<file path="src/design/dau_fifo.sv">
// ----------------------------------------------------------------------------
// dau_fifo: small queue between front end and back end
// Register based, combinational read of the head word.
// ----------------------------------------------------------------------------
module dau_fifo #(
    parameter int W     = 8,
    parameter int DEPTH = 4
) (
    input  logic         clk,
    input  logic         rst_n,
    input  logic         push,
    input  logic [W-1:0] din,
    output logic         full,
    input  logic         pop,
    output logic [W-1:0] dout,
    output logic         empty
);
    localparam int AW = $clog2(DEPTH);

    logic [W-1:0]  mem_reg [DEPTH];
    logic [AW-1:0] wr_reg, wr_next;
    logic [AW-1:0] rd_reg, rd_next;
    logic [AW:0]   cnt_reg, cnt_next;

    assign full  = (cnt_reg == (AW+1)'(DEPTH));
    assign empty = (cnt_reg == '0);
    assign dout  = mem_reg[rd_reg];

    always_comb
    begin
        wr_next  = push ? AW'(wr_reg + 1'b1) : wr_reg;
        rd_next  = pop  ? AW'(rd_reg + 1'b1) : rd_reg;
        cnt_next = cnt_reg + (AW+1)'(push) - (AW+1)'(pop);
    end

    always_ff @(posedge clk or negedge rst_n)
    begin
        if (!rst_n)
        begin
            wr_reg  <= '0;
            rd_reg  <= '0;
            cnt_reg <= '0;
        end
        else
        begin
            wr_reg  <= wr_next;
            rd_reg  <= rd_next;
            cnt_reg <= cnt_next;
        end
    end

    always_ff @(posedge clk)
    begin
        if (push)
        begin
            mem_reg[wr_reg] <= din;
        end
    end

endmodule

</file>
<file path="config.mk">
export PLATFORM = sky130hd
export DESIGN_NAME = dau_fifo
export DESIGN_NICKNAME = d
export VERILOG_FILES = /design/src/design/dau_fifo.sv
export SDC_FILE = /design/constraint.sdc
export NUM_CORES = 1
export LEC_CHECK = 0
export BUFFER_PORTS_ARGS = -buffer_cell sky130_fd_sc_hd__buf_4
export CAP_MARGIN = 20
export CORE_MARGIN = 2
export CORE_UTILIZATION = 55
export CTS_CLUSTER_DIAMETER = 100
export DETAILED_ROUTE_END_ITERATION = 8
export GPL_ROUTABILITY_DRIVEN = 0
export PLACE_DENSITY_LB_ADDON = 0.2
export SYNTH_ARGS = -nofsm -noshare
export SYNTH_HDL_FRONTEND = slang
export SYNTH_SLANG_ARGS = --single-unit
</file>
<file path="constraint.sdc">
create_clock -name clk -period 2 [get_ports clk]
set_clock_uncertainty 0.15 [all_clocks]
set_input_delay 0.2 -clock clk [delete_from_list [all_inputs] [get_ports clk]]
set_output_delay 0.2 -clock clk [all_outputs]
set_load 0.01 [all_outputs]
</file>
* Yosys cells after proc, flatten, opt, wreduce, memory -nomap -nowiden *
Memory sizes are Yosys's and may differ from the RTL's.
Cells that the tools add are included.

word-level totals
  input port bits = 12
  memories = 1
  output and inout bits = 10
  bits in registers = 7
  RAM bits = 32

operators by class
  reduce and logical (&&, ||, !) cells = 1
  add/subtract/negate cells = 4
  muxes and demuxes = 2
  equality and inequality tests = 1

memories
  memory   words  width  rd ports  clocked after Yosys merged registers in  write ports  line  source
  mem_reg  4      8      1         0                                        1            20    logic [W-1:0] mem_reg [DEPTH];

operators by type and width
  kind                                         count
  adder 2 x 1 -> 2 bit, second input constant  2
  adder 3 x 1 -> 3 bit                         1
  equality test 3 bit, second input constant   1
  logical NOT 3 bit                            1
  subtractor 3 x 1 -> 3 bit                    1
  two-way mux 1 bit                            2

* Logic depth before layout (Yosys ltp) *
  word-level depth = 2
  depth in mapped cells = 6
  mapped depth without buffers = 6

* Worst setup path after synthesis *
OpenSTA, ideal clock, no wires.

  kind = flip-flop to flip-flop
  start = register cnt_reg[0]
  end = register cnt_reg[2]
  buffers on the path = 0
  clock period less this slack = 1591 ps
  arrival = 1319 ps
  setup slack = 409 ps
  cell stages (with the launch flop) = 7
  library setup time = 123 ps
  path through = dfrtp_1 > inv_1 > ha_1 > inv_1 > ha_1 > fa_1 > xnor2_1

on the way
  word-level cells in the longest chain between the ends = 2

ends and longest elaborated chain
  item                       line  source
  start, declared            23    logic [AW:0] cnt_reg, cnt_next;
  start signal, assigned     48    cnt_reg <= cnt_next;
  adder 3 x 1 -> 3 bit       33    cnt_next = cnt_reg + (AW+1)'(push) - (AW+1)'(pop);
  subtractor 3 x 1 -> 3 bit  33
  net cnt_next[2]            23

The timed path passes the listed nets, and every way through them passes these cells.
A chain may end at the register's enable or synchronous reset.

* Worst setup path after layout *
  start = register rd_reg[0]
  end = output port dout[0]

on the way
  word-level cells in the longest chain between the ends = 1

ends and longest elaborated chain
  item                    line  source
  start, declared         22    logic [AW-1:0] rd_reg, rd_next;
  start signal, assigned  47    rd_reg <= rd_next;
  memory (4 x 8 bit)      n/a
  end, declared           15    output logic [W-1:0] dout,

Every way passes these cells.

==> qor.yml <==
drt-met1-wl_um: 982
cpPeakStageDelay_ps: 520
hold_violations: 0
tns_ps: 0
cap_violations: 0
route.met3.wl_um: 111
required_ps: 1650
critPathMaxFanout: 4
nFillCells: 178
critPathBufInv: 2
vias_per_cell: 5.29
synth_area_um2: 1540
insertion_delay_ps: 340
synth-seq-cells: 39
fmax_ghz: 0.517
syn_inst: 76
layout-drive-gt1-share_pct: 35.0
wl_per_cell_um: 16.3
synth_fp_nets: 95
slowest_stage: "mux4_2"
die_w_um: 57.0
fin_util_pct: 71.5
ioPinCount: 22
path_cells: "buf_4 -> mux4_2 -> buf_4"
status: "completed"
die-area_um2: 3240
io_buffer_count: 21
finalCritPeriodShare_pct: 96.7
postRouteWirelength_um: 2410
ant_nets: 0
hpwl_um: 1650
maxUsedRoutingLayer: "met4"
cts_tree: "yes"
synth_cell_type_count: 15
antenna_found_initial: 0
largest_register_ffs: 32
setup_viol_count_final: 0
n_antenna_cell: 0
vias: 783
cts_buffer_depth: 2
synth_warnings: 0
cts-buffers-inserted: 5
num_rows: 19
whs_ps: 37.0
tightest_slew_ps: 472
fin_crit_ps: 1930
area_growth_pct: 25.6
crit_arrival_ps: 1580
pre_cts_ws_ps: 324
path_clk_slew_ps: 120
power_density_nw_per_um2: 1350
multiInputGateArea_um2: 368
endpoint_kind: "output pin"
ctsRootBufferMaster: "clkbuf_4"
slew_headroom_pct: 68.6
start_util_pct: 56.9
final_nets: 135
overflow: 0
rrSetupSlack_ps: 330
vdd_ir_drop_max_v: 0.00115
met2_length_um: 1290
seq_area_um2: 1140
final_max_slew_viol_count: 0
core_area_um2: 2710
dr.pass1.iters: 4
grt_setup_unrepaired: "no"
cp_top_family: "multiplexers"
setup_ws_ps: 65.9
avgSynthCellArea_um2: 20.3
grt_max_degree: 14
p_leak_nw: 0.757
grt_pass1_vias: 839
die_y_um: 57.0
grt_usage_pct: 16.6
grt_first_pass_wirelength_um: 3810
drt_iter0_drc: 19
yosysSeqAreaShare_pct: 73.6
htreeDepth: 2
cts_sinks: 39
hp-class: "input port to asynchronous set/reset pin"
drc: 0
crit_type: "flop to output pin"
crit_top_cell: "buf_4"
critPathLaunchType: "flop"
[worst register-to-register path: cells and delay by family (launching register included)]
family / cells / cell delay (ps)
buffers and inverters: 2 / 90
flip-flops: 1 / 360
XOR/XNOR: 1 / 140
adder cells (fa/ha/maj): 3 / 830
[cells by family after synthesis]
family                     after synthesis  share of synthesized area (%)
adders and majority gates                7                           6.16
AOI/OAI and AO/OA                        1                          0.324
DFF                                     39                           73.6
and+or+nand+nor                          8                           2.84
muxes                                    8                           11.7
buffers and inverters                    8                           2.51
xor gates and xnor gates                 5                           2.84
[power by group]
| group | switching, mW | internal [mW] | total, mW | leakage, nW |
|---|---|---|---|---|
| Sequential | 0.116 | 1.09 | 1.21 | 0.375 |
| Combinational | 0.398 | 0.491 | 0.889 | 0.337 |
| Clock | 0.253 | 0.263 | 0.516 | 0.0452 |
| Total | 0.766 | 1.85 | 2.61 | 0.757 |
[placed cells by master (no fill, tap or decap), drive strengths merged, types with 3 or more instances in the layout]
master and count:
dfrtp 7, edfxtp 32, and2 4, clkbuf 5
inv 6, ha 6, buf 24, mux4 8
dlygate4sd3 11, xor2 3
[per-layer routing]
| metal | GRT usage (%) | vias to the layer above |
|---|---|---|
| met4 | 6.98 | 0 |
| met1 | 18.2 | 391 |
| met3 | 6.35 | 4 |
| li1 | - | 365 |
| met5 | 0 | - |
| met2 | 28.7 | 23 |
[final timing paths]
| check | from | to | depth (start not counted) |
|---|---|---|---|
| setup / recovery | rd_reg[0] | dout[0] | 3 |
| hold / removal | rst_n | cnt_reg[0] | 2 |
| setup reg to reg | cnt_reg[0] | cnt_reg[2] | 6 |
| hold reg to reg | wr_reg[0] | wr_reg[0] | 1 |
| max in group asynchronous | rst_n | rd_reg[0] | 2 |
| min in group clk | wr_reg[0] | wr_reg[0] | 1 |
[final cells by class]
| class | instances | area share (%) |
|---|---|---|
| Inverter | 6 | 1.16 |
| Clock buffer | 5 | 1.94 |
| Multi-Input combinational cell | 29 | 19.0 |
| Clock inverter | 3 | 2.26 |
| Tap cell | 31 | 2.00 |
| Timing Repair Buffer | 35 | 15.0 |
| Sequential cell | 39 | 58.7 |
[Yosys cell counts, drive strengths merged]
master   n  area (µm²)
buf      2        16.3
o21ai    1        5.00
and2     4        25.0
and3     1        6.26
inv      6        22.5
xnor2    2        17.5
edfxtp  32         961
nand2    2        7.51
dfrtp    7         175
fa       1        20.0
xor2     3        26.3
nor3     1        5.00
mux4     8         180
ha       6        75.1
[per-stage QoR]
stage               area [µm²]  power [mW]  cells
floorplan                 1540        1.75     76
global placement          1740        2.05    128
detailed placement        1740        2.10    128
CTS                       1940        2.65    148
global route              1940        2.76    148
finish                    1940        2.61    148
[repair_timing]
action	4_1_cts	5_1_grt
buffers inserted	1	0
hold buffers	11	0
gates resized for setup	1	0
setup endpoints to repair	7	0
hold endpoints to repair	44	0
(Power assumes the default switching activity.)
