--- config.mk ---
export PLATFORM = sky130hd
export DESIGN_NAME = dau_front
export DESIGN_NICKNAME = d
export VERILOG_FILES = /design/src/design/dau_pkg.sv /design/src/design/dau_front.sv
export SDC_FILE = /design/constraint.sdc
export NUM_CORES = 1
export LEC_CHECK = 0
export BUFFER_PORTS_ARGS = -buffer_cell sky130_fd_sc_hd__buf_2
export CORE_ASPECT_RATIO = 0.75
export CORE_MARGIN = 3
export CORE_UTILIZATION = 45
export DETAILED_ROUTE_END_ITERATION = 8
export HOLD_SLACK_MARGIN = 0.12
export PLACE_DENSITY = 0.72
export REMOVE_ABC_BUFFERS = 1
export SETUP_SLACK_MARGIN = 0.4
export SLEW_MARGIN = 10
export SYNTH_ARGS = -nofsm -noshare
export SYNTH_HDL_FRONTEND = slang
export SYNTH_SLANG_ARGS = --single-unit
--- constraint.sdc ---
create_clock -name clk -period 7.4 [get_ports clk]
set_clock_uncertainty 0.15 [all_clocks]
set_input_delay 1.48 -clock clk [delete_from_list [all_inputs] [get_ports clk]]
set_output_delay 1.48 -clock clk [all_outputs]
set_load 0.05 [all_outputs]
--- src/design/dau_pkg.sv ---
// ----------------------------------------------------------------------------
// dau_pkg: shared types and constants for the duration arithmetic unit
// Operation codes, time constants and the flag structs that travel between
// the front end, the queue and the back end.
// ----------------------------------------------------------------------------
package dau_pkg;

    localparam int DAY_BITS_DEF = 16;

    localparam int DAY_W  = 16;
    localparam int HOUR_W = 5;
    localparam int MIN_W  = 6;
    localparam int SEC_W  = 6;
    localparam int FAC_W  = 16;
    localparam int ACT_W  = 2;

    localparam int SEC_PER_MIN  = 60;
    localparam int MIN_PER_HOUR = 60;
    localparam int HOUR_PER_DAY = 24;
    localparam int SEC_PER_HOUR = 3600;
    localparam int SEC_PER_DAY  = 86400;

    // remainder widths of the constant dividers
    localparam int DAY_REM_W  = 17;
    localparam int HOUR_REM_W = 12;

    // power-of-two part of each constant divisor
    localparam int DAY_SHIFT  = 7;
    localparam int HOUR_SHIFT = 4;
    localparam int MIN_SHIFT  = 2;

    localparam int QUEUE_DEPTH = 4;

    typedef enum logic [ACT_W-1:0] {
        ACT_ADD = 2'd0,
        ACT_SUB = 2'd1,
        ACT_MUL = 2'd2,
        ACT_DIV = 2'd3
    } action_t;

    typedef struct packed {
        logic bad;
        logic gt;
        logic lt;
        logic eq;
    } cmp_t;

    typedef struct packed {
        logic neg;
        logic ovf;
        logic dbz;
        logic bad;
        logic gt;
        logic lt;
        logic eq;
    } flag_t;

    localparam int CMP_W  = $bits(cmp_t);
    localparam int FLAG_W = $bits(flag_t);

endpackage

--- src/design/dau_front.sv ---
// ----------------------------------------------------------------------------
// dau_front: input stage
// Takes a word, checks field ranges, compares A with B and converts both
// operands to total seconds.
// ----------------------------------------------------------------------------
module dau_front #(
    parameter int DAY_BITS = dau_pkg::DAY_BITS_DEF,
    parameter int TOT_W    = DAY_BITS + 17
) (
    input  logic                        clk,
    input  logic                        rst_n,
    input  logic                        in_valid,
    output logic                        in_stall,
    input  logic [dau_pkg::ACT_W-1:0]   action,
    input  logic [dau_pkg::DAY_W-1:0]   day_a,
    input  logic [dau_pkg::HOUR_W-1:0]  hour_a,
    input  logic [dau_pkg::MIN_W-1:0]   minute_a,
    input  logic [dau_pkg::SEC_W-1:0]   second_a,
    input  logic [dau_pkg::DAY_W-1:0]   day_b,
    input  logic [dau_pkg::HOUR_W-1:0]  hour_b,
    input  logic [dau_pkg::MIN_W-1:0]   minute_b,
    input  logic [dau_pkg::SEC_W-1:0]   second_b,
    input  logic [dau_pkg::FAC_W-1:0]   factor,
    output logic                        q_valid,
    input  logic                        q_full,
    output dau_pkg::action_t            q_act,
    output logic [TOT_W-1:0]            q_ta,
    output logic [TOT_W-1:0]            q_tb,
    output logic [dau_pkg::FAC_W-1:0]   q_fac,
    output dau_pkg::cmp_t               q_cmp
);
    import dau_pkg::*;

    localparam logic [DAY_W-1:0] DAY_MASK =
        (DAY_BITS >= DAY_W) ? {DAY_W{1'b1}} : DAY_W'((64'd1 << DAY_BITS) - 64'd1);
    localparam int KEY_W = DAY_W + HOUR_W + MIN_W + SEC_W;

    logic               valid_reg, valid_next;
    action_t            act_reg;
    logic [TOT_W-1:0]   ta_reg, tb_reg;
    logic [FAC_W-1:0]   fac_reg;
    cmp_t               cmp_reg;

    logic [DAY_W-1:0]   da, db;
    logic [KEY_W-1:0]   ka, kb;
    logic [TOT_W-1:0]   ta, tb;
    logic               bad_a, bad_b, take;
    cmp_t               cmp;

    assign in_stall = valid_reg && q_full;
    assign take     = in_valid && !in_stall;

    always_comb
    begin
        da    = day_a & DAY_MASK;
        db    = day_b & DAY_MASK;
        ka    = {da, hour_a, minute_a, second_a};
        kb    = {db, hour_b, minute_b, second_b};
        bad_a = (hour_a >= HOUR_W'(HOUR_PER_DAY)) || (minute_a >= MIN_W'(MIN_PER_HOUR))
                || (second_a >= SEC_W'(SEC_PER_MIN));
        bad_b = (hour_b >= HOUR_W'(HOUR_PER_DAY)) || (minute_b >= MIN_W'(MIN_PER_HOUR))
                || (second_b >= SEC_W'(SEC_PER_MIN));
        ta    = TOT_W'(da) * TOT_W'(SEC_PER_DAY) + TOT_W'(hour_a) * TOT_W'(SEC_PER_HOUR)
                + TOT_W'(minute_a) * TOT_W'(SEC_PER_MIN) + TOT_W'(second_a);
        tb    = TOT_W'(db) * TOT_W'(SEC_PER_DAY) + TOT_W'(hour_b) * TOT_W'(SEC_PER_HOUR)
                + TOT_W'(minute_b) * TOT_W'(SEC_PER_MIN) + TOT_W'(second_b);
        cmp.bad = bad_a || bad_b;
        cmp.gt  = (ka > kb);
        cmp.lt  = (ka < kb);
        cmp.eq  = (ka == kb);
        valid_next = take || (valid_reg && q_full);
    end

    always_ff @(posedge clk or negedge rst_n)
    begin
        if (!rst_n)
        begin
            valid_reg <= 1'b0;
        end
        else
        begin
            valid_reg <= valid_next;
        end
    end

    always_ff @(posedge clk)
    begin
        if (take)
        begin
            act_reg <= action_t'(action);
            ta_reg  <= ta;
            tb_reg  <= tb;
            fac_reg <= factor;
            cmp_reg <= cmp;
        end
    end

    assign q_valid = valid_reg;
    assign q_act   = act_reg;
    assign q_ta    = ta_reg;
    assign q_tb    = tb_reg;
    assign q_fac   = fac_reg;
    assign q_cmp   = cmp_reg;

endmodule

Word-level counts from Yosys, hierarchy flattened. Cells that the tools add are included.

Add/subtract/negate cells: 6. $mul: 6. Divide/modulo/power cells: 0. Order comparisons: 8. Equality and inequality tests: 1. Shifts and indexed selects: 0. Muxes and demuxes: 0. Bitwise operators: 0. Reductions and logical operators: 9.

Operator list (number): adder 33 x 12 -> 33 bit (2); adder 33 x 17 -> 33 bit (2); adder 33 x 6 -> 33 bit (2); multiplier 16 x 10 -> 26 bit, second input constant (2); equality test 33 bit (1); greater-than comparator 33 bit (1); less-than comparator 33 bit (1); multiplier 5 x 8 -> 13 bit, second input constant (2); >= comparator 6 bit, second input constant (4); multiplier 6 x 4 -> 10 bit, second input constant (2); >= comparator 5 bit, second input constant (2); logical OR 1 bit (6); logical AND 1 bit (2); logical NOT 1 bit (1).

Register bits after elaboration: 89. Latch bits: 0. Memory bits (writable): 0. Memory bits (read-only): 0. Bits of input ports: 88. Output and inout bits: 90. Logic and storage cells: 39. Memories kept: 0.

Longest topological paths before layout.
Word-level depth: 4. Gate-level depth with buffers: 24. Gate-level depth less buffers: 24.

Worst setup path before layout. Ideal clock, no wire load.

Path kind: in2reg. Start point: input port day_b[1] (netlist name). End point: register tb_reg[31] (netlist: q_tb[31]) (data pin). Setup time: 264 ps. Arrival: 6379 ps. Setup slack: 607 ps. Cell stages on the path: 22. Path through: ha_1 > inv_1 > fa_1 > inv_1 > fa_1 > ha_1 > inv_1 > fa_1 > inv_1 > ha_1 > nand4_1 > o22ai_1 > o21bai_1 > nor3_1 > ha_1 > and4_1 > nand3_1 > a31oi_1 > nand2_1 > or3_1 > nand3b_1 > xnor2_1.

Cells in the longest elaborated chain, start to end: 4.

RTL lines: from (decl) (line dau_front.sv:19) `input logic [dau_pkg::DAY_W-1:0] day_b,`; multiplier 16 x 10 -> 26 bit (line dau_front.sv:65) `tb = TOT_W'(db) * TOT_W'(SEC_PER_DAY) + TOT_W'(hour_b) * TOT_W'(SEC_PER_HOUR)`; adder 33 x 17 -> 33 bit (line dau_front.sv:65); adder 33 x 12 -> 33 bit (line dau_front.sv:66) `+ TOT_W'(minute_b) * TOT_W'(SEC_PER_MIN) + TOT_W'(second_b);`; adder 33 x 6 -> 33 bit (line dau_front.sv:66); net tb[31] (line dau_front.sv:46) `logic [TOT_W-1:0] ta, tb;`; to (signal assigned) (line dau_front.sv:92) `tb_reg <= tb;`; to (decl) (line dau_front.sv:40) `logic [TOT_W-1:0] ta_reg, tb_reg;`.

The timed path passes the listed nets, and every way through them passes these cells. A chain may end at the register's enable or synchronous reset.

Final worst setup path.
Start point: input port day_b[3] (netlist name). End point: register tb_reg[28] (netlist: q_tb[28]) (data pin).

The elaborated chain is that of the path after synthesis.

==> results_tabular.tex <==
\begin{tabular}{lr}
\hline
Metric & Value \\
\hline
\multicolumn{2}{l}{\textbf{Yosys}} \\
Post-synth EDFFs & 88 \\
Post-synthesis async set-or-reset flop share & 0.01124 \\
Total of flip-flops plus latches after synthesis & 89 \\
Number of distinct library cells after synthesis & 73 \\
Avg Inst Size Synth & 9.772 sq um \\
Instance count of the mapped netlist & 1409 \\
Share of synthesized area occupied by flip-flops and latches & 0.1937 \\
Most instantiated flip-flop cell in the synthesis netlist & edfxtp\_1 \\
Syn Std Cell Area & 13770 sq um \\
Synth warnings & 0 \\
\multicolumn{2}{l}{\textbf{STA}} \\
Total count of hold-check failures in the final report & 0 \\
Final critical path time including I/O delays and setup & 6.720 ns \\
Transition time of the tightest slew-check pin & 0.9747 ns \\
Final-layout setup total negative slack & 0 ns \\
Max Clock Freq & 0.1488 GHz \\
Max-slew headroom & 0.3502 \\
Pins Over Slew Limit & 0 \\
Setup violations, final & 0 \\
Final Cycle Share & 0.9081 \\
Hold Slack & 0.5484 ns \\
Setup repair after global routing missed its margin & yes \\
Post-route setup slack & 0.6799 ns \\
\multicolumn{2}{l}{\textbf{CTS}} \\
Max Root-Sink Buffers & 2 \\
Setup bufs post-CTS & 0 \\
Clock tree root buffer cell & clkbuf\_16 \\
CTS Hold Buffers Added & 0 \\
Num Clock Sinks & 89 \\
Level count of the clock H-tree & 3 \\
Clock-pin transition on the worst setup and hold timing paths & 0.07 ns \\
Clock insertion delay at the later pin of the skew report & 0.36 ns \\
CTS tree & yes \\
Number of buffers created by CTS & 9 \\
\multicolumn{2}{l}{\textbf{Final layout}} \\
Commonest cells after routing, fill and taps aside & ha\_1, inv\_1, buf\_2 \\
Net count of the finished layout & 2104 \\
Number of inserted diodes & 0 \\
Area grow syn2layout & 13.16\% \\
Layout cell share with drive strength beyond 1 & 0.1527 \\
Most frequent standard cell in the layout excluding fill and tap cells & ha\_1 \\
Summed area of non-filler cells in the final layout & 15580 sq um \\
Finished Core Util & 0.5265 \\
Filler-free cell count of the finished design & 1996 \\
Count of fill cells added during filler insertion & 2741 \\
\multicolumn{2}{l}{\textbf{Floorplanning}} \\
Die boundary width & 208.0 um \\
Top Ports & 178 \\
\# rows & 54 \\
Die Height & 157.5 um \\
Core area & 29590 sq um \\
Floorplan die area & 32750 sq um \\
Initial core utilization & 0.4652 \\
\multicolumn{2}{l}{\textbf{Global routing}} \\
Initial antenna violation count & 0 \\
Global-route wire length before repair & 52450 um \\
Tot GR Track Use & 0.1953 \\
Vias in the first global route & 10.67k \\
Pin count of the biggest net entering global routing & 72 \\
Congestion Overflow GR & 0 \\
\multicolumn{2}{l}{\textbf{Worst setup path}} \\
Maximum fanout encountered on the critical timing path & 5 \\
Required time reported for the critical path endpoint & 7.36 ns \\
Arrival time at the worst endpoint & 6.68 ns \\
Crit path launch type & primary input \\
Worst Setup End Kind & flip-flop \\
Worst setup path class & in2reg \\
\multicolumn{2}{l}{\textbf{Placed design}} \\
Last weighted congestion value of the routability-driven placer & 0.8918 \\
Worst-case setup slack after placement & 0.08305 ns \\
Number of I/O port buffers & 177 \\
Cell area reported after detailed placement & 15200 sq um \\
Cell count after placement & 1980 \\
HPWL after detailed placement & 26810 um \\
\multicolumn{2}{l}{\textbf{Routing}} \\
Initial DRC Count & 647 \\
Total detailed-routing wirelength & 31750 um \\
Via count & 10.68k \\
Number of detailed-routing iterations run before antenna repair & 5 \\
Number of DRC violations after detailed routing & 0 \\
Count of antenna-violating nets left after detailed routing & 0 \\
Average wire per cell in the routed design & 15.91 um \\
Routed vias/inst & 5.349 \\
\multicolumn{2}{l}{\textbf{Power}} \\
VDD IR max & 0.1861 mV \\
Power density over the cells & 424.5 nW/um\^{}2 \\
Overall power consumption & 6.614 mW \\
Leakage power total & 8.103 nW \\
\multicolumn{2}{l}{\textbf{Min path}} \\
Hold WC Path Type & reg2reg \\
\multicolumn{2}{l}{\textbf{Run}} \\
Max-Cap Viols & 0 \\
\multicolumn{2}{l}{\textbf{Run status}} \\
Run status & finished clean \\
\hline
\end{tabular}
## report_power, final
part	internal (mW)	total (mW)	switching (mW)
sequential	0.929	0.972	0.0434
combinational	1.97	5.17	3.19
clock	0.239	0.476	0.237
## timing repair
action / in CTS / in global routing
setup endpoints to repair: 0 / 16
gates resized for setup: 0 / 19
hold endpoints to repair: 0 / 0
## area by class of cell
cell class / count / area [sq um] / area share
Clock buffer: 9 / 225.2 / 0.01446
Clock inverter: 7 / 68.82 / 0.004417
Inverter: 269 / 1010 / 0.06481
Multi-Input combinational cell: 1039 / 10130 / 0.6500
Sequential cell: 89 / 2668 / 0.1712
Tap cell: 392 / 490.5 / 0.03148
Timing Repair Buffer: 191 / 991.0 / 0.06360
## registers in the layout, indices dropped and copies added, names as in the netlist
name	count
q_ta	33
q_tb	33
q_fac	16
q_cmp	4
q_act	2
q_valid	1
## kinds of logic (layout without fill, tap and decap cells)
| group | Yosys count | after routing | synth area share |
|---|---|---|---|
| fa+ha+maj | 417 | 417 | 0.4324 |
| simple gates | 228 | 228 | 0.08806 |
| buf+inv | 281 | 476 | 0.07770 |
| flops | 89 | 89 | 0.1937 |
| xor+xnor | 118 | 118 | 0.07615 |
| mux | 3 | 3 | 0.002181 |
| compound gates | 273 | 273 | 0.1298 |
## path summary, 6_finish.rpt
check	from	to	slack [ns]	cells past startpoint
min in group asynchronous	rst_n	q_valid	0.73	1
worst min register to register	q_valid	q_valid	0.55	2
worst max register to register	q_valid	q_tb[18]	4.93	3
worst min-delay path	q_valid	q_valid	0.55	2
max in group asynchronous	rst_n	q_valid	6.29	1
worst max-delay path	day_b[3]	q_tb[28]	0.68	22
## per-layer routing
| metal | track usage | vias to the layer above | wire [um] | share of wire |
|---|---|---|---|---|
| li1 | - | 5254 | - | - |
| met1 | 0.2872 | 5153 | 16040 | 0.51 |
| met2 | 0.3092 | 251 | 13780 | 0.43 |
| met3 | 0.03108 | 19 | 1645 | 0.052 |
| met4 | 0.03401 | 0 | 285 | 0.0090 |
| met5 | 0 | - | 0 | 0 |
## Yosys cell counts (4+ instances only)
library cell,count,area share
fa_1,98,0.14
o21bai_1,14,0.0076
a21oi_1,84,0.031
nand2_1,60,0.016
edfxtp_1,88,0.19
o21ai_0,36,0.013
ha_1,319,0.29
nand3b_1,4,0.0022
buf_2,5,0.0018
xnor2_1,75,0.048
a31oi_1,13,0.0059
or2_2,4,0.0018
nand4_1,17,0.0077
and4_1,8,0.0051
clkbuf_1,4,0.0011
nand2b_1,11,0.0050
nor3_1,8,0.0029
o21ai_1,5,0.0018
nor2b_1,9,0.0041
or3_1,6,0.0027
and3_1,11,0.0050
o211ai_1,11,0.0060
nand3_1,22,0.0080
xor2_1,41,0.026
a211oi_1,8,0.0044
nor4_1,4,0.0018
a221oi_1,4,0.0025
inv_1,269,0.073
o21a_1,5,0.0027
a21o_1,52,0.028
nor2_1,45,0.012
## critical path: stages
cell      delay [ns]
buf_2           0.13
ha_1            0.27
inv_1           0.07
fa_1            0.51
inv_1           0.06
fa_1            0.45
ha_1            0.29
inv_1           0.05
fa_1            0.49
inv_1           0.04
ha_1            0.34
nand2_1         0.17
o22ai_2         0.09
o21bai_2        0.22
nor3_1          0.26
ha_1            0.24
and4_2          0.28
nand3_1         0.14
a31oi_4         0.28
nand4_1         0.26
or3_1           0.43
xnor2_1         0.14
Power figures use the tool's default switching activity.
